[src/design/fcw_ram.sv]
// Generic single-write, single-read RAM with registered read data.
`timescale 1ns / 1ps
`default_nettype none
module fcw_ram #(
	parameter int WIDTH = 8,
	parameter int DEPTH = 16
) (
	input  wire logic                     clk,
	input  wire logic                     we,
	input  wire logic [$clog2(DEPTH)-1:0] waddr,
	input  wire logic [WIDTH-1:0]         wdata,
	input  wire logic [$clog2(DEPTH)-1:0] raddr,
	output logic      [WIDTH-1:0]         rdata
);
	logic [WIDTH-1:0] mem [DEPTH];

	always_ff @(posedge clk) begin
		if (we) begin
			mem[waddr] <= wdata;
		end
		rdata <= mem[raddr];
	end
endmodule
`default_nettype wire

[config.mk]
export PLATFORM = sky130hd
export DESIGN_NAME = fcw_ram
export DESIGN_NICKNAME = d
export VERILOG_FILES = /design/src/design/fcw_ram.sv
export SDC_FILE = /design/constraint.sdc
export NUM_CORES = 1
export LEC_CHECK = 0
export ABC_AREA = 1
export BUFFER_PORTS_ARGS = -buffer_cell sky130_fd_sc_hd__buf_2
export CELL_PAD_IN_SITES_DETAIL_PLACEMENT = 1
export CELL_PAD_IN_SITES_GLOBAL_PLACEMENT = 2
export CORE_UTILIZATION = 43
export DETAILED_ROUTE_END_ITERATION = 10
export PLACE_DENSITY = 0.92
export REMOVE_ABC_BUFFERS = 1
export SKIP_LAST_GASP = 1
export SYNTH_ARGS = -nofsm -noshare
export SYNTH_HDL_FRONTEND = slang
export SYNTH_SLANG_ARGS = --single-unit
[constraint.sdc]
create_clock -name clk -period 1.5 [get_ports clk]
set_input_delay 0.075 -clock clk [delete_from_list [all_inputs] [get_ports clk]]
set_output_delay 0.075 -clock clk [all_outputs]
set_load 0.01 [all_outputs]
# Word-level counts from Yosys, hierarchy flattened
# Memory sizes are Yosys's and may differ from the RTL's. A register that Yosys moved wholly into a read port is not among the register bits.
# Index checks and enable logic that the tools add are counted.
# totals
ramBits,128
reg_bits,0
output_inout_bits,8
input_bits,18
mem_count,1
# memory_table
memory,words,word_bits,rd,rd_ports_with_merged_regs,wr,line_no,text
mem,16,8,1,1,1,15,logic [WIDTH-1:0] mem [DEPTH];
# op_classes
muxes,2
# ops
op,count
1-bit 2-to-1 mux,2

# Longest topological paths before layout
# logic_depth
ltp_word,2
depth_mapped,8
depth_no_buf,7

# Worst setup path before layout
# OpenSTA, ideal clock, no wires.
# synth_path
path_kind,input -> register
start,input waddr[2]
end,memory mem[10][0] (enable)
required_time_ns,1.130
setup_ns,0.370
path_slack_ns,0.474
n_path_buf,0
cell_stages,2
arrival_time_ns,0.656
path_cell_list,nand3b_1 nor2_1
# synth_lines
element,line_no,text
"start, declared",10,"input wire logic [$clog2(DEPTH)-1:0] waddr,"
"end, declared",15,
# No word-level cell before the write port.

==> results_dict.tcl <==
set metrics [dict create \
    nets 614 \
    use_met1_pct 27.7 \
    crit_arrival_ns 1.33 \
    stdcell_count 781 \
    totalPowerFinal_mw 8.80 \
    grt_max_degree 59 \
    holdPathStages 3 \
    wl_microns 14400 \
    cts_resized 0 \
    gr-usage-met3_pct 4.65 \
    drt_iter0_markers 216 \
    max_slew_margin_pct 73.2 \
    r2r-start "mem[7][3]" \
    whs_ns 0.0658 \
    drcViolationCount 0 \
    start_kind "register" \
    status "complete, no violations" \
    drt_first_pass_iters 4 \
    core_area_sq_mm 0.0128 \
    cts_buffers 17 \
    setup-tns-final_ns 0 \
    place_ws_ns 0.274 \
    synth_seq_cells 136 \
    ys_warn_count 0 \
    r2r-end "rdata[3]" \
    die_w_microns 118 \
    ir_worst_vdd_mv 0.655 \
    cts_sinks 136 \
    start_util_pct 45.0 \
    layout-drive-gt1-share_pct 12.8 \
    syn2layout_area_growth_pct 16.9 \
    cts_max_level 4 \
    r2r_setup_slack_ns 0.46 \
    hold_class "input port to register" \
    crit_type "register to register" \
    cp-end-kind "register" \
    cp_max_fo 1 \
    wire_per_inst_microns 18.5 \
    holdBufCountCts 0 \
    grt_usage_pct 22.4 \
    vias 3903 \
    final_cell_area_sq_mm 0.00674 \
    port_buffers 25 \
    worst_slack_ns 0.463 \
    die_y_microns 118 \
    setup_violations 0 \
    clk_pin_slew_ns 0.06 \
    ant_nets 0 \
    cp-startpoint "mem[7][3]" \
    rsz0062_at_grt "false" \
    whs_endpoint "rdata[0]" \
    grt_pass1_vias 4224 \
    leakagePower_nw 2.94 \
    timing.fmax_mhz 964 \
    grt_pass1_wl_microns 23100 \
    ff2ff_path_depth 6 \
    die_area_sq_mm 0.0139 \
    post-place-cells 749 \
    drv_cap 0 \
    dp_hpwl_microns 9370 \
    drv_slew 0 \
    netlist_area_sq_mm 0.00577 \
    io_pins 26 \
    ys_seq_area_share_pct 69.4 \
    syn_inst 551 \
    viasPerCell 5.00 \
    worst_slew_pin_slew_ns 0.402 \
    antenna_found_initial 0 \
    hold_violations 0 \
    cts_tree "built" \
    synth.distinct_cells 12 \
    gr-max-usage-layer "met2" \
    gp_congestion 0.747 \
    cp_data_required_time_ns 1.80 \
    root_buffer "clkbuf_16" \
    grt_overflow 0 \
    rows 41 \
    grt_use_met2_pct 38.3 \
    cts_buffer_depth 2 \
    clock_latency_ns 0.41 \
    powerDensity_mw_per_mm2 1300 \
    post-route-period-util_pct 69.1 \
    finalClockSkew_ns 0.00902 \
    antenna_cells 0 \
    cts_setup_buffers 0 \
    post_synth.cell_area_avg_sq_um 10.5 \
    dpl-instance-area_sq_mm 0.00618 \
    min-delay-start "raddr[3]" \
    finish.utilization_pct 52.6 \
    period_needed_ns 1.04 \
]
[cells by family (layout without fill, tap and decap cells)]
| family | Yosys count | after routing | synth area share, % |
|---|---|---|---|
| and+or+nand+nor | 289 | 289 | 21.0 |
| DFF | 136 | 136 | 69.4 |
| buffers and inverters | 126 | 184 | 9.52 |
[state kept, by name, indices dropped and copies added (netlist names)]
register and count:
rdata 8, mem 128
[how the worst max path moves through the flow]
| stage | to |
|---|---|
| final | rdata[3] |
| after global routing | rdata[3] |
| after CTS | rdata[3] |
| after detailed placement | rdata[7] |
| after global placement | rdata[7] |
| after floorplan | rdata[2] |
[layout make-up]
cell class	instances	area [sq um]
Fill cell	1416	6080
Sequential cell	136	4000
Multi-Input combinational cell	289	1210
Clock buffer	24	462
Inverter	102	383
Timing Repair Buffer	50	363
Tap cell	172	215
Clock inverter	8	100
[metal layers]
layer  vias to the layer above  routed length, microns
met5                         -                       0
met4                         0                     209
met3                        15                     607
met2                        89                    7650
met1                      1936                    5970
li1                       1863                       -
[cells in the mapped netlist]
master / n / share of area (%)
nand2_1: 173 / 11
edfxtp_1: 128 / 67
inv_1: 100 / 6.5
nand3_1: 97 / 8.4
nor2_1: 17 / 1.1
buf_2: 13 / 1.1
dfxtp_1: 8 / 2.8
buf_6: 6 / 1.2
buf_4: 4 / 0.52
inv_2: 2 / 0.13
nand3b_1: 2 / 0.26
buf_1: 1 / 0.065
[power by group]
part           internal [mW]  leakage [nW]  switching (mW)
Combinational          0.168          1.44           0.380
Sequential              4.25          1.22          0.0247
Clock                   2.49         0.272            1.49
Total                   6.90          2.94            1.89
[worst max-delay path: stages (launching register included)]
cell and delay, ns:
edfxtp_1 0.40, inv_1 0.08, nand2_1 0.05, nand3_1 0.09, nand3_1 0.09, nand3_1 0.15
nand2_1 0.08
[cell usage in the layout, fill, tap and decap left out, drive strengths merged]
master,count
nand2,173
edfxtp,128
inv,102
nand3,97
buf,50
clkbuf,24
nor2,17
dfxtp,8
clkinv,5
nand3b,2
bufinv,2
clkinvlp,1
Note: power is estimated with default switching activity, not from simulation.
